==> src/rtl/core/variable_record_ring_buffer_assert.svh <==
// Assertion macros shared by the ring buffer modules.
// Expects clk_i and rst_ni in the scope that uses them; no other dependencies.
`ifndef VARIABLE_RECORD_RING_BUFFER_ASSERT_SVH
`define VARIABLE_RECORD_RING_BUFFER_ASSERT_SVH

// Same-cycle implication, checked outside reset
`define VRRB_ASSERT_NOW(lbl, ante, cons, msg) \
  lbl: assert property (@(posedge clk_i) disable iff (!rst_ni) (ante) |-> (cons)) \
    else $error(msg);

// Next-cycle implication, checked outside reset
`define VRRB_ASSERT_NEXT(lbl, ante, cons, msg) \
  lbl: assert property (@(posedge clk_i) disable iff (!rst_ni) (ante) |=> (cons)) \
    else $error(msg);

`endif

==> src/rtl/core/vrrb_queue.sv <==
// Two-entry queue between front and back ends.
// Depends on the assertion macro header.
`include "variable_record_ring_buffer_assert.svh"

module vrrb_queue #(
  parameter int unsigned W = 8
) (
  input  logic         clk_i,
  input  logic         rst_ni,
  input  logic         push_i,
  input  logic [W-1:0] data_i,
  input  logic         pop_i,
  output logic         valid_o,
  output logic         full_o,
  output logic [W-1:0] data_o
);

  logic [W-1:0] slot_q [2];
  logic         wptr_q, rptr_q;
  logic [1:0]   count_q;

  // Store incoming requests
  always_ff @(posedge clk_i) begin
    if (push_i) begin
      slot_q[wptr_q] <= data_i;
    end
  end

  // Advance pointers and count
  always_ff @(posedge clk_i or negedge rst_ni) begin
    if (!rst_ni) begin
      wptr_q  <= 1'b0;
      rptr_q  <= 1'b0;
      count_q <= 2'd0;
    end else begin
      if (push_i) begin
        wptr_q <= ~wptr_q;
      end
      if (pop_i) begin
        rptr_q <= ~rptr_q;
      end
      count_q <= count_q + {1'b0, push_i} - {1'b0, pop_i};
    end
  end

  assign valid_o = (count_q != 2'd0);
  assign full_o  = (count_q == 2'd2);
  assign data_o  = slot_q[rptr_q];

  `VRRB_ASSERT_NOW(a_no_overflow, push_i, !full_o || pop_i, "push into full queue")
  `VRRB_ASSERT_NOW(a_no_underflow, pop_i, valid_o, "pop from empty queue")

endmodule

==> config.mk <==
export PLATFORM = sky130hd
export DESIGN_NAME = vrrb_queue
export DESIGN_NICKNAME = d
export VERILOG_FILES = /design/src/rtl/core/vrrb_queue.sv
export VERILOG_INCLUDE_DIRS = /design/src /design/src/rtl/core
export SDC_FILE = /design/constraint.sdc
export NUM_CORES = 1
export LEC_CHECK = 0
export BUFFER_PORTS_ARGS = -buffer_cell sky130_fd_sc_hd__clkbuf_2
export CAP_MARGIN = 20
export CORE_UTILIZATION = 45
export CTS_BUF_LIST = sky130_fd_sc_hd__clkbuf_4 sky130_fd_sc_hd__clkbuf_8 sky130_fd_sc_hd__clkbuf_16
export DETAILED_ROUTE_END_ITERATION = 7
export GPL_ROUTABILITY_DRIVEN = 1
export GPL_TIMING_DRIVEN = 0
export PLACE_DENSITY = 0.7
export SLEW_MARGIN = 40
export SYNTH_ARGS = -nofsm -noshare
export SYNTH_HDL_FRONTEND = slang
export SYNTH_SLANG_ARGS = --single-unit
==> constraint.sdc <==
create_clock -name clk_i -period 2.23 [get_ports clk_i]
set_input_delay 0.3345 -clock clk_i [delete_from_list [all_inputs] [get_ports clk_i]]
set_output_delay 0.3345 -clock clk_i [all_outputs]
set_load 0.02 [all_outputs]
# Word-level counts from Yosys, hierarchy flattened
# Memory sizes are Yosys's and may differ from the RTL's.
# Cells that the tools add are included.
[word_totals]
reg_bits = 4
ramBits = 16
input_bits = 12
output_inout_bits = 10
wordCells = 12
n_memories = 1
[memory_table]
columns = ["name", "depth", "width", "read_ports", "rd_clocked_by_memory_dff", "wr", "line", "rtl"]
rows = [
  ["slot_q", 2, 8, 1, 0, 1, "vrrb_queue.sv:18", "logic [W-1:0] slot_q [2];"],
]
[op_classes]
add_sub_neg = 2
eq_ne = 1
muxes = 2
bitwise_logic = 2
reduce_logical = 1
[ops]
columns = ["op", "count"]
rows = [
  ["$add 2x1->2", 1],
  ["$eq 2x2->1 const B", 1],
  ["$mux 1", 2],
  ["$not 1->1", 2],
  ["$reduce_bool 2->1", 1],
  ["$sub 2x1->2", 1],
]

# Depth between registers and ports, before layout
# Gate-level depths: netlist of the first run.
[depth]
ltp_word = 2
mapped_depth = 5
mapped_depth_nobuf = 5

# Worst setup path before layout of the first run
# No wires, ideal clock.
[synth_path]
path_kind = "reg2reg"
startpoint = "register wptr_q"
endpoint = "memory slot_q[0][0] (enable)"
setup_ns = 0.373
t_arrival_ns = 0.789
required_time_ns = 1.857
slack_ns = 1.068
path_stages_with_launch = 2
path_buffers = 0
period_less_slack_ns = 1.162
cell_sequence = "dfrtp_1 > nor2b_1"
[synth_lines]
columns = ["item", "line", "rtl"]
rows = [
  ["start, declared", "vrrb_queue.sv:19", "logic wptr_q, rptr_q;"],
  ["start signal, assigned", "vrrb_queue.sv:37", "wptr_q <= ~wptr_q;"],
  ["end, declared", "vrrb_queue.sv:18", ""],
]
# Straight into the memory's write port.

# Final worst setup path of the first run
[layout_path]
startpoint = "register rptr_q"
endpoint = "output data_o[6]"
[layout_between]
elab_chain_len = 1
[layout_lines]
columns = ["item", "line", "rtl"]
rows = [
  ["start, declared", "vrrb_queue.sv:19", ""],
  ["start signal, assigned", "vrrb_queue.sv:40", "rptr_q <= ~rptr_q;"],
  ["$mem_v2 2x8", "--", ""],
  ["end, declared", "vrrb_queue.sv:15", "output logic [W-1:0] data_o"],
]
# No other way between the ends.

==> results.toml, run 1 <==
[power]
power_density_nw_per_um2 = 1240
peakVddDrop_mv = 0.648
p_total_uw = 1220
leakage_uw = 0.000438

[floorplan]
rows = 14
io_pins = 22
fp.dieArea_um2 = 1980
die_y_um = 44.4
fp.dieW_um = 44.4
core_um2 = 1590
start_util_pct = 50.9

[clock_tree]
insertion_delay_ps = 290
cts_buffers = 3
cts.reportedPaths.clkPinSlew_ps = 100
clkSinkCount = 20
cts-resized-gates = 0
cts_tree = "built"
cts.path.max_buffers = 2
h-tree-depth = 1
cts-root-buf = "clkbuf_4"

[timing]
finalClockSkew_ps = 3.24
setup_violations = 0
fin_crit_ps = 1610
min_period_over_period_pct = 72.0
hold_violations = 0
tightest_slew_ps = 739
drv_slew = 0
slew_headroom_pct = 50.6
rsz0062_at_grt = "no"
tns_ps = 0
clock.fmax_mhz = 623

[critical_path]
cpMaxStageDelayCell = "dfrtp_1"
critical-path-top-delay-family = "flip-flops"
crit_chain = "buf_6 -> mux2_4 -> clkbuf_2"
path_buf_inv = 2
critPathMaxFanout = 9
critPathMaxStageDelay_ps = 380
cp.arrival_ps = 1270
worstSetupPathType = "reg -> out"
cp-end-kind = "output port"
cp.required_ps = 1900
critPathLaunchType = "flop"

[placement]
place_area_um2 = 946
dp_cells = 85
io_buffers = 21
gp_congestion = 0.674

[global_route]
grt_max_degree = 12
grt_pass1_vias = 430
grt_pass1_wl_um = 1800
grt_antenna_before_repair = 0
grt-ovfl-total = 0
grt_usage_pct = 13.4

[drt]
drtIter0Drc = 4
routed_wl_um = 1030
dr.pass1.iters = 2
num_vias = 403
drcViolationCount = 0
wire_per_inst_um = 11.5
drtAntennaViolNets = 0
viasPerCell = 4.48

[final_layout]
final_common_cell = "clkbuf_2"
n_fill_cell = 119
finalNonFillerCells = 90
final_nets = 81
final_area_um2 = 986
mostFrequentLayoutCells = "clkbuf_2, edfxtp_1, mux2_4"
drive_gt1_share_pct = 53.0
antenna_cells = 0
syn_to_final_growth_pct = 21.6

[logic_synthesis]
synth_warnings = 0
synth.distinct_cells = 11
synth_seq_cells = 20
synth.avg_cell_area_um2 = 20.3
synthCells = 40
synth_area_leader_cell = "edfxtp_1"
netlist_top_cells_area = "edfxtp_1, mux2_4, dfrtp_1, ha_1, xor3_1"
seq_area_frac_synth_pct = 71.6
synth_top_area_share_pct = 59.3
syn-cell-area_um2 = 811
syn_nets = 54

[hold_path]
hold_path_class = "in -> reg"

[run]
max_cap_viol_count = 0

[status]
outcome = "complete, no violations"
## sequential cells by signal, summed over array words and instances (netlist names)
| register | flops |
|---|---|
| rptr_q | 1 |
| count_q | 2 |
| slot_q | 16 |
| wptr_q | 1 |
## cell families after synthesis
| logic type | after synthesis | synth area share, % |
|---|---|---|
| XOR/XNOR | 3 | 5.09 |
| adder cells (fa/ha/maj) | 2 | 3.09 |
| buffers and inverters | 3 | 2.32 |
| flip-flops | 20 | 71.6 |
| multiplexers | 8 | 14.8 |
| AND/OR/NAND/NOR | 4 | 3.09 |
## timing repair
item	4_1_cts	5_1_grt
setup endpoints to repair	0	0
hold buffers	1	0
endpoints found under the hold margin	4	0
setup buffers	0	0
## routing by layer
metal	GRT usage [%]	share of wire (%)
met1	15.4	41
met2	23.5	56
met3	3.67	2.8
met4	5.45	0
met5	0	0
## stage by stage
stage          hold slack (ps)  setup slack [ps]  util (%)
2_1_floorplan             38.9              1070         -
3_3_place_gp               149               790      59.3
3_5_place_dp               149               776      59.3
4_1_cts                    218               608      61.9
5_1_grt                    208               569      61.9
6_report                   229               625      61.9
## cells in the mapped netlist (all sizes together)
| cell type | instances |
|---|---|
| edfxtp | 16 |
| mux2 | 8 |
| dfrtp | 4 |
| ha | 2 |
| inv | 2 |
| nor2b | 2 |
| xor2 | 2 |
| and2 | 1 |
| buf | 1 |
| or2 | 1 |
| xor3 | 1 |
## report_power, final
part / total (uW) / switching (uW) / internal [uW]
Sequential: 548 / 39.7 / 509
Clock: 179 / 97.4 / 81.6
Combinational: 493 / 250 / 243
## final timing paths
check,startpoint,endpoint,slack [ps],depth (start not counted)
setup / recovery,rptr_q,data_o[6],620,3
max in group asynchronous,rst_ni,rptr_q,1730,2
min in group asynchronous,rst_ni,count_q[1],380,2
hold reg to reg,wptr_q,wptr_q,510,1
setup reg to reg,wptr_q,slot_q[0][0],860,1
hold / removal,data_i[3],slot_q[1][3],230,1
## cell type report
cell class                      count  area, um2  share of cell area (%)
Buffer                              1       11.3                    1.14
Clock buffer                        4       30.0                    3.05
Inverter                            2       7.51                   0.761
Multi-Input combinational cell     17        211                    21.4
Sequential cell                    20        581                    58.9
Tap cell                           24       30.0                    3.05
Timing Repair Buffer               22        115                    11.7
No activity file was read; power rests on OpenSTA's default activity.
==> inputs of run 2 (changes only) <==
Clock period 2.23 ns to 1.56 ns, I/O delays scaled along.
==> results.toml, run 2 (same netlist as run 1, synthesis figures left out) <==
[clock_tree]
h-tree-depth = 1
cts-root-buf = "clkbuf_4"
cts.path.max_buffers = 2
insertion_delay_ps = 290
cts.reportedPaths.clkPinSlew_ps = 100
cts_tree = "built"
cts_buffers = 3
clkSinkCount = 20

[final_layout]
drive_gt1_share_pct = 53.7
final_area_um2 = 996
syn_to_final_growth_pct = 22.8
reg_top3 = "slot_q (16), count_q (2)"
utilization_pct = 62.5
final_nets = 82
largest_register = "slot_q"
antenna_cells = 0
final_common_cell = "clkbuf_2"
mostFrequentLayoutCells = "clkbuf_2, edfxtp_1, mux2_4"
largest_reg_flops = 16

[drt]
drtAntennaViolNets = 0
drtIter0Drc = 1
viasPerCell = 4.47
drcViolationCount = 0
routed_wl_um = 1040
wire_per_inst_um = 11.4
num_vias = 407
dr.pass1.iters = 4

[timing]
tightest_slew_ps = 743
min_period_over_period_pct = 96.5
rsz0062_at_grt = "no"
setup_ws_ps = 55.3
slew_headroom_pct = 50.4
clock.fmax_mhz = 665
drv_slew = 0
tns_ps = 0
fin_crit_ps = 1500
finalClockSkew_ps = 6.76
hold_violations = 0
setup_violations = 0

[floorplan]
core_um2 = 1590
rows = 14
fp.dieArea_um2 = 1980
die_y_um = 44.4
start_util_pct = 50.9
io_pins = 22
fp.dieW_um = 44.4

[critical_path]
cp.required_ps = 1330
critPathLaunchType = "flop"
cpMaxStageDelayCell = "dfrtp_1"
critPathMaxFanout = 9
r2r_cells = 1
worstSetupPathType = "reg -> out"
critPathMaxStageDelay_ps = 380
crit_chain = "buf_6 -> mux2_4 -> buf_4"
cp-end-kind = "output port"
cp.arrival_ps = 1270

[power]
intPower_uw = 1210
leakage_uw = 0.000443
peakVddDrop_mv = 0.930
power_density_nw_per_um2 = 1780
combPwrFrac_pct = 41.3
p_total_uw = 1770
switching_share_pct = 31.5
pwr-share-seq_pct = 44.3
p_switching_uw = 558
clockPowerShare_pct = 14.5

[hold_path]
hold_depth = 1
hold_path_class = "in -> reg"

[global_route]
grt_busiest_layer = "met2"
met3_usage_pct = 3.67
use_met2_pct = 23.5
grt_max_degree = 12
grt_pass1_wl_um = 1800
grt_pass1_vias = 430
met1_usage_pct = 15.4
grt-ovfl-total = 0
grt_antenna_before_repair = 0
grt_usage_pct = 13.4

[run]
max_cap_viol_count = 0

[placement]
dpl_worst_slack_ps = 185
gp_congestion = 0.674
io_buffers = 21
place_area_um2 = 946

[status]
outcome = "complete, no violations"
## run 2: changes by cell type in the layout (fill, tap and decap cells not counted)
cell / delta
buf_4: +2
clkbuf_2: -1
## run 2: final timing paths
| check | from | endpoint | slack [ps] |
|---|---|---|---|
| worst max register to register | wptr_q | slot_q[0][0] | 180 |
| worst min register to register | wptr_q | wptr_q | 510 |
| min in group asynchronous | rst_ni | count_q[1] | 280 |
| max in group asynchronous | rst_ni | rptr_q | 1150 |
| worst min-delay path | data_i[3] | slot_q[1][3] | 130 |
| worst max-delay path | rptr_q | data_o[6] | 60 |
## run 2: layout make-up
cell class,instances,area [um2]
flip-flops and latches,20,581
multi-input cells,17,211
plain buffers,1,11.3
inverters,2,7.51
repair buffers,23,125
fillers,117,598
clock buffers,4,30.0
well taps,24,30.0
## run 2: timing repair
action / in CTS / in global routing
hold buffers: 1 / 0
gates resized for setup: 0 / 2
endpoints found under the setup margin: 0 / 2
hold endpoints to repair: 4 / 0
buffers inserted: 0 / 1
## run 2: critical path, delay by kind of cell, from the launching register on
family,cells,cell delay (ps)
muxes,1,300
buffers and inverters,2,310
DFF,1,380
## run 2: power groups by stage
stage	Sequential [uW]	Clock, uW	Combinational (uW)
after floorplan	780	0	549
after global placement	786	0	706
after detailed placement	798	0	716
after CTS	785	266	718
after global routing	799	292	789
final	784	256	731
## run 2: through the flow
stage                     instances  hold WS (ps)
after detailed placement         85          48.1
after CTS                        90           118
after global placement           85          48.4
final                            91           127
after global routing             91           107
after floorplan                  40         -61.6
## run 2: per-layer routing
| metal | vias to the layer above | part of all wire, % | wire length, um |
|---|---|---|---|
| li1 | 200 | - | - |
| met1 | 197 | 42 | 438 |
| met2 | 10 | 55 | 569 |
| met3 | 0 | 2.9 | 30 |
| met4 | 0 | 0 | 0 |
| met5 | - | 0 | 0 |
