<file path="config.mk">
export PLATFORM = sky130hd
export DESIGN_NAME = vrrb_front
export DESIGN_NICKNAME = d
export VERILOG_FILES = /design/src/rtl/core/vrrb_pkg.sv /design/src/rtl/core/vrrb_front.sv
export VERILOG_INCLUDE_DIRS = /design/src /design/src/rtl/core
export SDC_FILE = /design/constraint.sdc
export NUM_CORES = 1
export LEC_CHECK = 0
export ABC_AREA = 1
export BUFFER_PORTS_ARGS = -buffer_cell sky130_fd_sc_hd__buf_2
export CAP_MARGIN = 20
export CORE_MARGIN = 5
export CORE_UTILIZATION = 42
export CTS_CLUSTER_SIZE = 25
export DETAILED_ROUTE_END_ITERATION = 16
export PLACE_DENSITY = 0.68
export SYNTH_ARGS = -nofsm -noshare
export SYNTH_HDL_FRONTEND = slang
export SYNTH_SLANG_ARGS = --single-unit
export TNS_END_PERCENT = 30
</file>
<file path="constraint.sdc">
create_clock -name clk_i -period 2.7 [get_ports clk_i]
set_input_delay 0 -clock clk_i [delete_from_list [all_inputs] [get_ports clk_i]]
set_output_delay 0 -clock clk_i [all_outputs]
set_load 0.01 [all_outputs]
</file>
<file path="src/rtl/core/variable_record_ring_buffer_assert.svh">
// Assertion macros shared by the ring buffer modules.
// Expects clk_i and rst_ni in the scope that uses them; no other dependencies.
`ifndef VARIABLE_RECORD_RING_BUFFER_ASSERT_SVH
`define VARIABLE_RECORD_RING_BUFFER_ASSERT_SVH

// Same-cycle implication, checked outside reset
`define VRRB_ASSERT_NOW(lbl, ante, cons, msg) \
  lbl: assert property (@(posedge clk_i) disable iff (!rst_ni) (ante) |-> (cons)) \
    else $error(msg);

// Next-cycle implication, checked outside reset
`define VRRB_ASSERT_NEXT(lbl, ante, cons, msg) \
  lbl: assert property (@(posedge clk_i) disable iff (!rst_ni) (ante) |=> (cons)) \
    else $error(msg);

`endif

</file>
<file path="src/rtl/core/vrrb_pkg.sv">
// Types and constants of the variable record ring buffer.
// No dependencies; the files that use it refer to it by scoped names.
package vrrb_pkg;

  typedef enum logic [2:0] {
    ST_OK       = 3'd0,
    ST_NO_SPACE = 3'd1,
    ST_EMPTY    = 3'd2,
    ST_TOO_BIG  = 3'd3,
    ST_SEQ      = 3'd4
  } status_e;

  typedef enum logic [1:0] {
    MODE_PUT_HDR  = 2'd0,
    MODE_PUT_DATA = 2'd1,
    MODE_GET_HDR  = 2'd2,
    MODE_GET_DATA = 2'd3
  } mode_e;

  typedef enum logic [1:0] {
    JOB_NONE,
    JOB_WRITE,
    JOB_READ_HDR,
    JOB_READ_DATA
  } job_kind_e;

  // Work handed from the front end to the back end
  typedef struct packed {
    job_kind_e   kind;
    status_e     status;
    logic        last;
    logic [7:0]  len;    // reader capacity for a header read
    logic [31:0] wdata;
  } job_t;

  // Outcome of a header read, returned to the front end
  typedef struct packed {
    logic       valid;
    logic       ok;
    logic [7:0] len;
  } hdr_fb_t;

  localparam int unsigned WordW = 32;

  function automatic logic [31:0] pack_hdr(logic [15:0] rtype, logic [7:0] rlen,
                                           logic [7:0] rvalue);
    return {rvalue, rlen, rtype};
  endfunction

endpackage

</file>
<file path="src/rtl/core/vrrb_front.sv">
// Front end: accepts requests, checks sequence and space, owns the ring indices.
// Depends on vrrb_pkg and the assertion macro header.
`include "variable_record_ring_buffer_assert.svh"

module vrrb_front #(
  parameter int unsigned AW = 10
) (
  input  logic             clk_i,
  input  logic             rst_ni,
  input  logic             accept_i,
  input  logic [1:0]       mode_i,
  input  logic [15:0]      rec_type_i,
  input  logic [7:0]       rec_value_i,
  input  logic [7:0]       rec_length_i,
  input  logic [31:0]      data_word_i,
  input  vrrb_pkg::hdr_fb_t fb_i,
  output logic             push_o,
  output vrrb_pkg::job_t   job_o,
  output logic [AW-1:0]    addr_o,
  output logic             wait_o
);

  logic [AW-1:0] read_q, read_d, write_q, write_d;
  logic [AW-1:0] put_cur_q, put_cur_d, get_cur_q, get_cur_d;
  logic [7:0]    put_left_q, put_left_d, get_left_q, get_left_d;
  logic          wait_q, wait_d;
  logic [AW-1:0] free_words;
  logic [16:0]   free_ext, need_ext;
  vrrb_pkg::job_t job;
  logic [AW-1:0] addr;

  // Free space is one word short of the unused part of the ring
  assign free_words = read_q - write_q - AW'(1);
  assign free_ext   = 17'(free_words);
  assign need_ext   = 17'(rec_length_i) + 17'd1;

  // Classify the request and advance the indices
  always_comb begin
    read_d     = read_q;
    write_d    = write_q;
    put_cur_d  = put_cur_q;
    get_cur_d  = get_cur_q;
    put_left_d = put_left_q;
    get_left_d = get_left_q;
    wait_d     = wait_q;
    job        = '{kind: vrrb_pkg::JOB_NONE, status: vrrb_pkg::ST_OK, last: 1'b0,
                   len: 8'd0, wdata: 32'd0};
    addr       = '0;

    // Open or refuse the get once its header has been read
    if (fb_i.valid) begin
      wait_d = 1'b0;
      if (fb_i.ok) begin
        get_cur_d  = read_q + AW'(1);
        get_left_d = fb_i.len;
        if (fb_i.len == 8'd0) begin
          read_d = read_q + AW'(1);
        end
      end
    end

    if (accept_i) begin
      case (vrrb_pkg::mode_e'(mode_i))
        vrrb_pkg::MODE_PUT_HDR: begin
          if (put_left_q != 8'd0) begin
            job.status = vrrb_pkg::ST_SEQ;
          end else if (free_ext < need_ext) begin
            job.status = vrrb_pkg::ST_NO_SPACE;
          end else begin
            job.kind   = vrrb_pkg::JOB_WRITE;
            job.wdata  = vrrb_pkg::pack_hdr(rec_type_i, rec_length_i, rec_value_i);
            addr       = write_q;
            put_cur_d  = write_q + AW'(1);
            put_left_d = rec_length_i;
            if (rec_length_i == 8'd0) begin
              write_d  = write_q + AW'(1);
              job.last = 1'b1;
            end
          end
        end
        vrrb_pkg::MODE_PUT_DATA: begin
          if (put_left_q == 8'd0) begin
            job.status = vrrb_pkg::ST_SEQ;
          end else begin
            job.kind   = vrrb_pkg::JOB_WRITE;
            job.wdata  = data_word_i;
            addr       = put_cur_q;
            put_cur_d  = put_cur_q + AW'(1);
            put_left_d = put_left_q - 8'd1;
            if (put_left_q == 8'd1) begin
              write_d  = put_cur_q + AW'(1);
              job.last = 1'b1;
            end
          end
        end
        vrrb_pkg::MODE_GET_HDR: begin
          if (get_left_q != 8'd0) begin
            job.status = vrrb_pkg::ST_SEQ;
          end else if (read_q == write_q) begin
            job.status = vrrb_pkg::ST_EMPTY;
          end else begin
            job.kind = vrrb_pkg::JOB_READ_HDR;
            job.len  = rec_length_i;
            addr     = read_q;
            wait_d   = 1'b1;
          end
        end
        vrrb_pkg::MODE_GET_DATA: begin
          if (get_left_q == 8'd0) begin
            job.status = vrrb_pkg::ST_SEQ;
          end else begin
            job.kind   = vrrb_pkg::JOB_READ_DATA;
            addr       = get_cur_q;
            get_cur_d  = get_cur_q + AW'(1);
            get_left_d = get_left_q - 8'd1;
            if (get_left_q == 8'd1) begin
              read_d   = get_cur_q + AW'(1);
              job.last = 1'b1;
            end
          end
        end
        default: begin
          job.status = vrrb_pkg::ST_SEQ;
        end
      endcase
    end
  end

  // Hold the ring state
  always_ff @(posedge clk_i or negedge rst_ni) begin
    if (!rst_ni) begin
      read_q     <= '0;
      write_q    <= '0;
      put_cur_q  <= '0;
      get_cur_q  <= '0;
      put_left_q <= '0;
      get_left_q <= '0;
      wait_q     <= 1'b0;
    end else begin
      read_q     <= read_d;
      write_q    <= write_d;
      put_cur_q  <= put_cur_d;
      get_cur_q  <= get_cur_d;
      put_left_q <= put_left_d;
      get_left_q <= get_left_d;
      wait_q     <= wait_d;
    end
  end

  assign push_o = accept_i;
  assign job_o  = job;
  assign addr_o = addr;
  assign wait_o = wait_q;

  `VRRB_ASSERT_NOW(a_fb_only_when_waiting, fb_i.valid, wait_q, "header result without pending get")
  `VRRB_ASSERT_NOW(a_no_accept_while_waiting, accept_i, !wait_q, "request taken during header read")
  `VRRB_ASSERT_NEXT(a_wait_from_hdr_read, !wait_q && push_o && job.kind == vrrb_pkg::JOB_READ_HDR,
                    wait_q, "header read did not block the front end")

endmodule

</file>
# Yosys cells after proc, flatten, opt, wreduce, memory -nomap -nowiden
# Index checks and enable logic that the tools add are counted.
# word_totals
register_bits	57
latchBits	0
mem_bits_rw	0
rom_bits	0
output_inout_bits	58
wordCells	111
mem_count	0
# op_classes
add_sub_neg	9
multipliers	0
n_div	0
n_lt_le_gt_ge	1
eq_ne	11
n_shift	0
n_mux	73
bitwise	0
n_reduce_logical	10
# op_table
operator	count
two-way mux 10 bit	27
two-way mux 32 bit	3
two-way mux 8 bit	11
one-hot mux 32 bit (2 select lines)	1
two-way mux 46 bit	1
adder 10 x 1 -> 10 bit, second input constant	4
one-hot mux 10 bit (2 select lines)	2
one-hot mux 10 bit (4 select lines)	1
zero test 8 bit	4
one-hot mux 5 bit (4 select lines)	1
== test 8 x 1 -> 1 bit, second input constant	2
two-way mux 1 bit	16
one-hot mux 8 bit (2 select lines)	1
nonzero test 8 bit	2
subtractor 8 x 1 -> 8 bit, second input constant	2
two-way mux 3 bit	4
== test 10 bit	1
< comparator 10 x 9 -> 1 bit	1
inequality test 2 bit, second input constant	5
subtractor 10 x 1 -> 10 bit, second input constant	1
subtractor 10 bit	1
adder 8 x 1 -> 9 bit, second input constant	1
two-way mux 2 bit	4
AND reduction 7 bit	1
6 further kinds	7

# Depth between registers and ports, before layout
# Gate-level depths: netlist (run 1).
# logic_depth
depth_word	8
depth_mapped	23
ltp_nobuf	22

# Least setup slack after synthesis (run 1)
# OpenSTA, ideal clock, no wires.
# synth_timing
path_kind	register to output
from	reg write_q[0]
to	out job_o[41] (netlist bit)
t_arrival_ns	2.887
required_ns	2.700
setup_slack_ns	-0.187
stages_incl_launch_ff	18
n_path_buf	1
path_cell_list	dfrtp_1 inv_1 ha_1 inv_1 fa_1 o21ai_0 xor2_1 ha_1 nand2_1 inv_1 a21oi_1 nand2_1 nand2_1 nand2_1 nand2_1 nand3_1 clkbuf_1 nor4_1
# synth_lines
element	line	text
start: declaration	vrrb_front.sv:23	logic [AW-1:0] read_q, read_d, write_q, write_d;
start signal: assignment	vrrb_front.sv:141	write_q <= write_d;
end: declaration	vrrb_front.sv:18	output vrrb_pkg::job_t job_o,

==> impl_summary.md, run 1 <==
Status
The flow ran to the end, but the final reports show violations. The checks that failed: setup timing.

Floorplan
Pin placement for this block handled ~140 I/O pins. The die covers 15400 um2. For this configuration, the core starts out at a cell density of around 43%. The area of the placeable core is between 10000 and 15000 um2. In this run the core area contains 41 standard-cell rows.

Measured along the x axis, the die boundary spans 124 um. The y dimension of the die is between 100 and 150 um.

Worst setup path
The worst setup path is launched from a flip-flop. The data arrival time of the critical path is around 3.3 ns. The most numerous cell on the critical path is nand2_1.

The worst setup path is captured at an output port. In this run the worst path has a maximum fanout of 8. The standard cell with the maximum stage delay on the critical path is dfrtp_1. The path type of the worst setup path is flip-flop to output port. The largest stage delay on the critical path is approximately 0.41 ns.

Data on the critical path is required at its endpoint by 2.70 ns. Broken down by cell family, the worst path's largest delay share belongs to adder cells. Counting both buffers and inverters, the worst setup path holds a total of 5. The critical path goes through ha_2 > inv_2 > fa_2 > o21ai_4 > xor2_1 > ha_1 > nand2_2 > inv_2 > a21oi_2 > nand2_1 > nand2_1 > nand2_1 > nand2_2 > nand3_4 > buf_12 > clkbuf_16 > nor4_4 > buf_2.

Global route
The first-pass GRT wire length is 28900 um. The number of antenna violations at the first check in global routing is 0. The maximum number of pins on one net before global-route repair is 40. The overall routing resource usage is around 24%.

For this run the aggregate overflow at the end of global routing stands at 0. The number of global-route vias before repair is 5750.

Worst hold path
The class of the worst hold path is input port to flip-flop.

Timing
Across the routed clock network, the largest skew measured is 0.0103 ns. In the finished design, the share of the clock period the worst path needs comes to 121%. For this run, the top clock speed supported by timing is 306 MHz.

After layout, the minimum clock period comes to around 3.3 ns. The setup-violating endpoint count in the final report is 73. Setup repair after global routing could not meet its margin everywhere. The count of final max-slew check failures is 0.

The number of hold violations in the final report is 0. Across all setup checks in the final design, the least slack found is -0.570 ns. Headroom to the max-slew limit came out at 58.7%. At the pin with the least slew margin, the transition time is roughly 0.62 ns.

Placed design
Summed over all nets, the half-perimeter wirelength after detailed placement is between 10000 and 15000 um. Port buffering added 136 buffers. Routability-driven placement finished with a final weighted congestion of 0.936. In this run the cell area measured after placement is around 6500 um2.

The minimum setup slack after placement is -0.246 ns.

Power
The static leakage power is 3.68 nW. The share of power burned in the clock network is 21.0%. The proportion of total power due to net switching is 42.3%.

The combinational cell fraction of total power is about 54%. The internal power component is 2.86 mW. The worst-case IR drop observed on VDD is 0.292 mV. The net switching power figure is around 2.1 mW.

For this design the ratio of total power to cell area is approximately 680 nW/um2. Per report_power, the sequential group accounts for approximately 25% of the total.

Clocking
Buffers inserted during clock tree synthesis total 9. The clock latency of the later-clocked register in the worst-skew pair is 0.34 ns. The clock net in this run drives a total of 57 sinks. Clock-pin slew was measured on the worst setup and hold paths at 0.05 ns. The clock tree buffer depth is 2. The H-tree generated during clock tree synthesis spans 3 levels. The cell sitting at the root of the clock tree is a clkbuf_16. TritonCTS built the clock tree.

Yosys
Each instance of the synthesized netlist takes up on average roughly 6.6 um2. The synthesized cell area is approximately 5500 um2. Synthesis instantiated 49 different standard cells from the library. For this run, the register share of the synthesized area comes to 26.1%. In this run, synthesis inferred 0 flip-flops with an integrated enable. In the synthesized netlist, the number of instances is a little over 800.

Yosys printed 0 warnings. The share of async-settable or async-resettable flops after synthesis is between 90% and 100%. The post-synthesis register bit count is 57.

The post-synth net total is slightly above 900. For this run, the leading register cell type out of synthesis is dfrtp_1.

Finish
The number of filler cells placed in the layout is 1231. The net count of the finished layout is 1103. The relative area change from synthesis to final layout is 32.8%. After routing the design area is 7250 um2. The antenna diode instance count is 0.

The fraction of layout instances using a drive strength above 1 is 29.5%.

Detailed routing
The DRC violation total after the first TritonRoute iteration is 336. The number of vias after detailed routing is around 6200. The post-route antenna net violation count is 0.

The wire length after detailed routing is just under 20000 um. Dividing the detail-routed wire length by the instance count gives 16.4 um. In the routed design, unresolved DRC markers number 0. In the routed layout, each cell is associated on average with a via count of 5.28. For this run, the detailed router's first-pass iteration total came to 7.

Run
The max-cap check violation count is 0.
flip-flops by register name (all words and copies together) (netlist names):
register	flops
put_cur_q	10
get_cur_q	10
write_q	10
put_left_q	8
read_q	10
get_left_q	8
wait_o	1
cell usage in the layout, fill, tap and decap left out, drive strengths merged, types with 5 or more instances in the layout:
master,n
a21oi,67
buf,185
clkbuf,15
clkinv,5
dfrtp,57
dlygate4sd3,6
ha,26
inv,101
nand2,225
nand3,96
nand4,8
nor2,57
nor3,15
o21ai,66
o22ai,8
xnor2,8
xor2,31
through the flow:
| step | util [%] | setup TNS [ns] | std cells | power, mW | hold WS, ns |
|---|---|---|---|---|---|
| 2_1_floorplan | - | 0 | 825 | 2.69 | -0.296 |
| 3_3_place_gp | 51.5 | -5.88 | 1145 | 3.44 | -0.0255 |
| 3_5_place_dp | 51.5 | -10.01 | 1145 | 3.44 | -0.0258 |
| 4_1_cts | 54.5 | -22.37 | 1167 | 4.57 | 0.00691 |
| 5_1_grt | 57.2 | -42.46 | 1173 | 5.30 | 0.0526 |
| 6_report | 57.2 | -32.30 | 1173 | 4.96 | 0.0219 |
timing repair:
action / CTS / global route
resized for setup: 11 / 54
gates cloned: 0 / 4
pin swaps: 8 / 7
hold buffers: 6 / 0
setup buffers: 1 / 3
setup endpoints to repair: 73 / 83
endpoints found under the hold margin: 23 / 0
synthesized netlist by cell type (2+ instances only):
library cell | n | area share (%)
o22ai_1 | 8 | 0.92
dfrtp_1 | 57 | 26
nand2_4 | 3 | 0.62
nor4_1 | 4 | 0.46
ha_1 | 26 | 6.0
nand2_2 | 6 | 0.69
nor3_2 | 2 | 0.37
clkbuf_1 | 9 | 0.62
nand2_1 | 216 | 15
a21oi_1 | 65 | 6.0
xor2_1 | 30 | 4.8
o21ai_2 | 6 | 0.96
inv_1 | 95 | 6.5
buf_4 | 5 | 0.69
nor2_2 | 3 | 0.34
buf_6 | 2 | 0.41
nor2_1 | 49 | 3.4
xnor2_1 | 7 | 1.1
nor2_4 | 4 | 0.83
inv_2 | 5 | 0.34
buf_2 | 16 | 1.5
o211ai_1 | 4 | 0.55
nand3_1 | 95 | 8.7
o21ai_0 | 56 | 5.1
nor3_1 | 11 | 1.0
nand4_1 | 8 | 0.92
a22oi_1 | 3 | 0.41
a21oi_4 | 2 | 0.60
or2_2 | 4 | 0.46
o21ai_1 | 3 | 0.27
nor3_4 | 2 | 0.60
a31oi_1 | 2 | 0.23
layer usage:
metal	up-vias	GRT usage [%]	wire (um)
li1	3054	-	-
met1	2849	30.9	8090
met2	250	40.3	9010
met3	37	5.04	1670
met4	0	8.76	474
met5	-	0	0
power groups by stage:
stage	logic, mW	clock network [mW]	registers [mW]
floorplan	1.47	0	1.22
global placement	2.19	0	1.24
detailed placement	2.20	0	1.25
CTS	2.28	1.05	1.24
global route	2.95	1.08	1.27
finish	2.67	1.04	1.24
layout make-up:
class | instances | area [um2] | share of cell area, %
multi-input cells | 632 | 3700 | 51.0
flip-flops and latches | 57 | 1430 | 19.7
repair buffers | 195 | 1260 | 17.4
inverters | 102 | 388 | 5.35
clock buffers | 11 | 243 | 3.35
well taps | 172 | 215 | 2.97
clock inverters | 4 | 20.0 | 0.276
worst paths after layout:
path / cells after the start / to / from / slack [ns]
worst max-delay path: 18 / job_o[41] / read_q[0] / -0.57
worst min-delay path: 5 / get_left_q[3] / fb_i[3] / 0.02
worst max register to register: 20 / write_q[8] / read_q[0] / -0.37
worst min register to register: 2 / put_cur_q[0] / put_cur_q[0] / 0.48
max in group asynchronous: 3 / put_left_q[0] / rst_ni / 1.64
min in group asynchronous: 2 / get_cur_q[4] / rst_ni / 0.15
tightest hold or removal path: stages:
cell,delay (ns)
buf_2,0.09
nand2_1,0.05
o21ai_0,0.07
nand2_1,0.06
nand2_1,0.06
logic make-up (layout without fill, tap and decap cells):
logic type / after synthesis / count (layout) / synth area share (%)
AOI/OAI and AO/OA: 154 / 154 / 15.9
DFF: 57 / 57 / 26.1
xor gates and xnor gates: 39 / 39 / 6.53
and+or+nand+nor: 411 / 411 / 34.0
muxes: 1 / 1 / 0.206
buffers and inverters: 136 / 312 / 10.9
adders and majority gates: 27 / 27 / 6.33
(Power assumes the default switching activity.)
==> run 2, diff against run 1 <==
--- a/config.mk
+++ b/config.mk
@@ -6,13 +6,13 @@
 export SDC_FILE = /design/constraint.sdc
 export NUM_CORES = 1
 export LEC_CHECK = 0
-export ABC_AREA = 1
 export BUFFER_PORTS_ARGS = -buffer_cell sky130_fd_sc_hd__buf_2
 export CAP_MARGIN = 20
 export CORE_MARGIN = 5
 export CORE_UTILIZATION = 42
 export CTS_CLUSTER_SIZE = 25
 export DETAILED_ROUTE_END_ITERATION = 16
+export HOLD_SLACK_MARGIN = 0.08
 export PLACE_DENSITY = 0.68
 export SYNTH_ARGS = -nofsm -noshare
 export SYNTH_HDL_FRONTEND = slang
==> impl_summary.md, run 2 <==
Worst setup path
The reg-to-reg setup timing slack is -0.78 ns (-0.41 ns). The startpoint identified for the worst register-to-register timing path is read_q[0]. The number of cells on the worst reg-to-reg path is 20 (unchanged). The critical path endpoint category is an output port. The standard cell with the maximum stage delay on the critical path is dfrtp_1. The largest stage delay on the critical path came to 0.39 ns (-0.02 ns). The critical path is of the flip-flop to output port type. The worst register-to-register path ends at write_q[1].

The critical path required time is 2.70 ns (about the same). The signal on the critical path passes through inv_2 > ha_4 > a21o_1 > a221oi_4 > o21bai_1 > a21oi_2 > xnor2_1 > ha_1 > buf_4 > nand3_2 > nor3_2 > nor3_2 > o21a_2 > nor3_4 > buf_4 > clkbuf_16 > a22oi_1 > nor2_1 > buf_2. The sort of element at the start of the critical path is a flip-flop.

The data arrival time of the critical path is 3.70 ns (+0.43 ns). The maximum fanout along the worst path is 9 (+1).

Global route
The number of global-route vias before repair came to 6017 (+4.6%). The maximum number of pins on one net before global-route repair is 35 (-13%). The first-pass GRT wire length is 31800 um (+10%). The number of antenna violations at the first check in global routing came to 2 (+2). The overall routing resource usage came to 25.0% (+0.78 points). The total global routing overflow is 0 (unchanged).

Yosys
The proportion of synthesized area in mux cells came to 1.31% (+1.1 points). By instance count, the leading cell after synthesis is nor2_1. The most used flip-flop cell after synthesis is dfrtp_1. The distinct cell type count of the synthesized netlist is 77 (+57%).

The area share of the largest cell type after synthesis is 25.8% (-0.30 points). By count the netlist is led by 81 x nor2_1, 72 x nand2_1, 58 x o21ai_0, 57 x dfrtp_1, 56 x a21oi_1. The share of async-settable or async-resettable flops after synthesis is 100% (unchanged). The post-synthesis area per instance is 7.50 um2 (+13%).

The yosys synthesis warning count was 0 (unchanged). The post-synthesis register bit count came to 57 (unchanged). The share of synthesized area occupied by flip-flops and latches is 25.8% (-0.30 points).

The post-synthesis share of cell area spent on xor and xnor gates was 6.03% (-0.51 points). The count of flip-flops with a built-in enable after synthesis came to 0 (unchanged). By area the synthesized netlist is led by dfrtp_1 26%, ha_1 5.9%, nor2_1 5.5%, a22oi_1 5.3%, o21ai_0 5.3%. The number of cells produced by synthesis is 736 (-11%). The area share of fa/ha/maj cells after synthesis is 6.25% (-0.073 points). The complex-gate fraction of the synthesized area is 29.8% (+14 points). The post-synth net total is 842 (-9.6%). The basic-gate share of the synthesized area counting and, or, nand and nor cells is 24.1% (-9.9 points).

The synthesized cell area is 5520 um2 (+1.2%). The largest area contributor in the netlist is dfrtp_1. By area, the combinational part of the netlist is dominated by compound AO/OA/AOI/OAI gates.

Finish
The finished layout cell area is 7620 um2 (+5.1%). The layout net count is 1031 (-6.5%). The number of filler cells placed in the layout is 1153 (-6.3%).

The fraction of layout instances using a drive strength above 1 is 33.8% (+4.3 points). Leaving out fill and tap cells, the most frequent cells in the layout are 136 x buf_2, 80 x nor2_1, 72 x nand2_1, 72 x buf_4, 55 x dfrtp_1. Compared with the post-synthesis result, the final layout area differs by 37.9%.

The antenna diode instance count is 0 (unchanged). The library cell used most frequently in the layout, excluding fill and tap cells, is buf_2. The final core utilization came to 59.6% (+2.4 points).

Floorplan
The area of the placeable core was 12800 um2 (+0.81%). The x dimension of the die was 125 um (+0.54%). The number of ports placed on the die boundary came to 137 (unchanged). The overall die area came to 15500 um2 (+1.1%). The floorplan row count is 41 (unchanged). The starting utilization of the core area is 43.2% (+0.15 points).

The y dimension of the die is 125 um (+0.54%).

Detailed routing
The number of optimization iterations in the first detailed-route pass is 5 (-2). The wire length after detailed routing is 20400 um (+6.0%). The via density per instance is 5.80 (+10%).

The routed length per instance came to 18.5 um (+13%). The detailed-route DRC error count was 0 (unchanged). The post-route antenna net violation count is 0 (unchanged). The DRC violation total after the first TritonRoute iteration is 498 (+48%).

The number of vias after detailed routing was 6394 (+3.3%).

Clocking
The CTS buffer count is 9 (unchanged). The tree is rooted in a clkbuf_16. The clock latency of the later-clocked register in the worst-skew pair is 0.33 ns (about the same). The clock tree buffer depth is 2 (unchanged). The count of clock tree sinks is 57 (unchanged).

The H-tree depth is 3 (unchanged). The register clock-pin slew on the reported worst setup and hold paths came to 0.05 ns (about the same). TritonCTS built the clock tree.

Timing
The number of hold violations in the final report is 0 (unchanged). Setup repair after global routing could not meet its margin everywhere. The normalized max-slew margin came to 45.9% (-13 points). The post-layout minimum cycle time is 3.70 ns (+0.432 ns).

The post-route worst setup slack is -1.00 ns (-0.432 ns). The setup-violating endpoint count in the final report is 73 (unchanged). The count of final max-slew check failures came to 0 (unchanged). The post-route clock period utilization is 137% (+16 points). The timing-limited maximum frequency is 270 MHz (-12%). The largest clock skew in the final design was 0.00744 ns (-0.00288 ns).

The slew at the pin closest to its max-slew limit is 0.812 ns (+0.192 ns). The hold slack came to 0.105 ns (+0.0829 ns). The final-layout setup total negative slack is -59.87 ns (-27.57 ns).

Power
The maximum vdd ir drop is 0.412 mV (+41%). The static leakage power is 3.44 nW (-6.4%). The power per cell area is 560 nW/um2 (-18%).

Placed design
The post-detailed-placement half-perimeter wirelength is 15200 um (+4.8%). The instance area after placement is 6920 um2 (+6.0%). The minimum setup slack after placement came to -0.739 ns (-0.493 ns). The count of buffers inserted at the top-level ports is 136 (unchanged).

The final estimated routing congestion in global placement is 0.960 (+2.6%).

Status
The checks that failed: setup timing. The flow ran to the end, but the final reports show violations.

Worst hold path
The cell depth of the worst hold path is 3 (-2). For hold timing, the worst endpoint is put_left_q[7]. The class of the worst hold path is input port to flip-flop. The worst hold path begins at rec_length_i[7].

Run
The max-cap check violation count is 0 (unchanged).
-- run 2: changes by cell type after synthesis, sizes merged, moves of 12 or more --
cell	change
clkbuf	+24
and2	+12
nor2	+26
a22oi	+36
nand3	-62
nand2	-153
xnor2	+14
inv	-68
xor2	-15
-- run 2: worst max path at each step --
stage	start	endpoint	slack (ns)	depth (start not counted)
global route	write_q[0]	job_o[27]	-1.22	22
floorplan	write_q[0]	put_cur_q[7]	-0.51	20
finish	write_q[1]	job_o[14]	-1.00	19
CTS	write_q[1]	job_o[8]	-1.04	18
global placement	write_q[3]	write_q[2]	-0.68	15
detailed placement	write_q[3]	job_o[28]	-0.74	18
-- run 2: final cells by class --
cell class              instances  area, um2  area share [%]
multi-input cells             594       4020            52.8
repair buffers                230       1510            19.9
flip-flops and latches         57       1430            18.8
clock buffers                  10        229            3.01
well taps                     172        215            2.83
inverters                      33        124            1.63
clock inverters                 6       82.6            1.08
-- run 2: logic make-up after synthesis --
| group | count (synthesis) |
|---|---|
| mux | 7 |
| simple gates | 270 |
| fa+ha+maj | 27 |
| xor+xnor | 38 |
| buf+inv | 85 |
| compound gates | 252 |
| flops | 57 |
-- run 2: worst max-delay path: cells and delay by family, from the launching register on --
kind	cells	cell delay [ns]
flops	1	0.39
buf+inv	5	0.70
xor+xnor	1	0.16
simple gates	5	0.48
compound gates	6	1.14
fa+ha+maj	2	0.48
-- run 2: timing repair --
action,4_1_cts,5_1_grt
gates cloned,0,1
gates resized for setup,25,29
hold buffers,11,0
endpoints found under the setup margin,82,82
buffers inserted,3,2
hold endpoints to repair,43,0
pin swaps,12,10
-- run 2: stage by stage --
| step | power, mW | instances |
|---|---|---|
| 2_1_floorplan | 2.21 | 736 |
| 3_3_place_gp | 2.88 | 1068 |
| 3_5_place_dp | 2.90 | 1068 |
| 4_1_cts | 4.19 | 1098 |
| 5_1_grt | 4.52 | 1102 |
| 6_report | 4.26 | 1102 |
-- run 2: routing by layer --
layer  global-route usage (%)  wire [um]  vias up
li1                         -          -     3067
met2                     40.8       9750      251
met5                        0         22        -
met1                     32.9       8460     3015
met3                     5.83       1630       57
met4                     7.29        554        4
-- run 2: report_power, final --
| part | leakage [nW] | internal [mW] | switching, mW |
|---|---|---|---|
| clock | 0.152 | 0.802 | 0.407 |
| combinational | 2.61 | 0.826 | 0.988 |
| sequential | 0.674 | 1.02 | 0.221 |
| total | 3.44 | 2.65 | 1.62 |
==> run 3, diff against run 2 <==
--- a/config.mk
+++ b/config.mk
@@ -14,6 +14,7 @@
 export DETAILED_ROUTE_END_ITERATION = 16
 export HOLD_SLACK_MARGIN = 0.08
 export PLACE_DENSITY = 0.68
+export RECOVER_POWER = 25
 export SYNTH_ARGS = -nofsm -noshare
 export SYNTH_HDL_FRONTEND = slang
 export SYNTH_SLANG_ARGS = --single-unit
==> impl_summary.md, run 3 (synthesized netlist as in run 2, its figures left out) <==
Worst hold path
The cell depth of the worst hold path was 3 (unchanged). The startpoint identified for the worst hold timing path is rec_length_i[7]. The class of the worst hold path is input port to flip-flop.

Clocking
The register clock-pin slew on the reported worst setup and hold paths is 0.05 ns (about the same). The count of clock tree sinks came to 57 (unchanged). The clock latency of the later-clocked register in the worst-skew pair is 0.33 ns (about the same). The H-tree depth came to 3 (unchanged). The CTS tree is done. The CTS buffer count was 9 (unchanged). The tree is rooted in a clkbuf_16.

The clock tree buffer depth is 2 (unchanged).

Run
The max-cap check violation count is 1 (+1).

Timing
The post-layout minimum cycle time was 3.70 ns (-0.00392 ns). The normalized max-slew margin is -29.3% (-75 points). The setup-violating endpoint count in the final report was 73 (unchanged). The post-route worst setup slack is -0.998 ns (+0.00392 ns). The count of final max-slew check failures came to 35 (+35). The hold slack came to 0.105 ns (+0.000129 ns).

The post-route clock period utilization is 137% (-0.15 points). The timing-limited maximum frequency is 270 MHz (+0.11%). The final-layout setup total negative slack is -59.58 ns (+0.293 ns). The slew at the pin closest to its max-slew limit was 1.94 ns (+1.13 ns). The number of hold violations in the final report came to 0 (unchanged). Setup repair after global routing could not meet its margin everywhere. The largest clock skew in the final design is 0.00753 ns (+0.0000866 ns).

Worst setup path
The reg-to-reg setup timing slack is -0.77 ns (about the same). The data arrival time of the critical path is 3.70 ns (about the same). The number of cells on the worst reg-to-reg path is 20 (unchanged). The critical path endpoint category is an output port.

The critical path required time is 2.70 ns (about the same). The sort of element at the start of the critical path is a flip-flop. By startpoint and endpoint, the worst setup path is classified as flip-flop to output port. The beginning of the worst register-to-register path is read_q[0]. The critical path startpoint is write_q[1].

The maximum fanout along the worst path came to 9 (unchanged).

Floorplan
The y dimension of the die is 125 um (unchanged). The area of the placeable core is 12800 um2 (unchanged). The starting utilization of the core area is 43.2% (unchanged). The x dimension of the die is 125 um (unchanged). The floorplan row count is 41 (unchanged). The number of ports placed on the die boundary is 137 (unchanged). The overall die area is 15500 um2 (unchanged).

Power
The maximum vdd ir drop was 0.412 mV (about the same). The net switching power figure is 1.61 mW (about the same). The internal power component is 2.65 mW (about the same). The sequential share of power is 29.1% (about the same). The combinational cell fraction of total power is 42.5% (about the same). The share of power burned in the clock network is 28.4% (about the same). The total power draw came to 4.26 mW (about the same).

The proportion of total power due to net switching is 37.9% (about the same). The static leakage power was 3.43 nW (-0.21%). The power per cell area is 560 nW/um2 (about the same).

Detailed routing
The number of optimization iterations in the first detailed-route pass is 6 (+1). The number of vias after detailed routing is 6394 (unchanged). The detailed-route DRC error count was 0 (unchanged). The post-route antenna net violation count is 0 (unchanged). The routed length per instance is 18.5 um (-0.30%). The via density per instance came to 5.80 (unchanged). The DRC violation total after the first TritonRoute iteration came to 493 (-1.0%). The wire length after detailed routing was 20300 um (-0.30%).

Finish
The layout net count is 1031 (unchanged). The most frequent standard cell in the layout excluding fill and tap cells is buf_2. The relative area change from synthesis to final layout was 37.9% (about the same). The antenna diode instance count is 0 (unchanged). The final core utilization came to 59.6% (about the same). In the layout the commonest cells are 134 x buf_2, 80 x nor2_1, 72 x nand2_1, 72 x buf_4, 55 x dfrtp_1. The finished layout cell area came to 7610 um2 (about the same). The fraction of layout instances using a drive strength above 1 came to 33.5% (-0.22 points).

Global route
The overall routing resource usage is 25.0% (unchanged). The first-pass GRT wire length came to 31800 um (unchanged). The maximum number of pins on one net before global-route repair was 35 (unchanged).

The number of global-route vias before repair is 6017 (unchanged). The number of antenna violations at the first check in global routing came to 2 (unchanged). The total global routing overflow is 0 (unchanged).

Placed design
The post-detailed-placement half-perimeter wirelength came to 15200 um (unchanged). The count of buffers inserted at the top-level ports is 136 (unchanged). The instance area after placement is 6920 um2 (unchanged). The final estimated routing congestion in global placement was 0.960 (unchanged).

Status
The run finished, with violations left. The checks that failed: capacitance limit, slew limit, setup timing.
==> run 3: changes by cell type in the layout (fill, tap and decap cells not counted) <==
cell      change
clkbuf_1      +2
buf_2         -2
==> run 3: critical path, cell delays in order (launching register included) <==
cell and delay [ns]:
dfrtp_1 0.39, inv_2 0.09, ha_4 0.20, a21o_1 0.19
a221oi_4 0.30, o21bai_1 0.12, a21oi_2 0.14, xnor2_1 0.16
ha_1 0.28, buf_4 0.14, nand3_2 0.08, nor3_2 0.05
nor3_2 0.24, o21a_2 0.21, nor3_4 0.06, buf_4 0.16
clkbuf_16 0.15, a22oi_1 0.18, nor2_1 0.06, buf_2 0.15
==> run 3: final timing paths <==
path,end
worst max-delay path,job_o[14]
worst min register to register,wait_o
max in group asynchronous,read_q[4]
worst min-delay path,put_left_q[7]
min in group asynchronous,write_q[8]
worst max register to register,write_q[1]
==> run 3: metal layers <==
layer  track usage, %  routed length, um  vias to the layer above
met5                0                 22                        -
li1                 -                  -                     3068
met4             7.29                527                        4
met2             40.8               9770                      269
met3             5.83               1610                       58
met1             32.9               8410                     2995
==> run 3: layout make-up <==
class                      instances  area (um2)
inverter                          33         124
timing repair buffer             230        1510
clock inverter                     6        82.6
fill                            1151        5160
tap                              172         215
multi-input combinational        594        4020
sequential                        57        1430
clock buffer                      10         229
==> run 3: per-stage QoR <==
step	setup slack, ns	cells
floorplan	-0.506	736
global placement	-0.680	1068
detailed placement	-0.739	1068
CTS	-1.04	1098
global route	-1.22	1102
finish	-0.998	1102
==> run 3: power by group through the flow <==
| stage | registers (mW) | clock network, mW | logic (mW) |
|---|---|---|---|
| 2_1_floorplan | 1.19 | 0 | 1.02 |
| 3_5_place_dp | 1.23 | 0 | 1.67 |
| 4_1_cts | 1.22 | 1.23 | 1.73 |
| 6_report | 1.24 | 1.21 | 1.81 |
| 3_3_place_gp | 1.23 | 0 | 1.65 |
| 5_1_grt | 1.26 | 1.27 | 1.99 |
==> run 3: what timing repair did <==
action | in CTS | in global routing
hold buffers | 11 | 0
cloned | 0 | 1
hold endpoints to repair | 43 | 0
resized for setup | 25 | 29
pin swaps | 12 | 10
setup endpoints to repair | 82 | 82
buffers inserted | 3 | 2
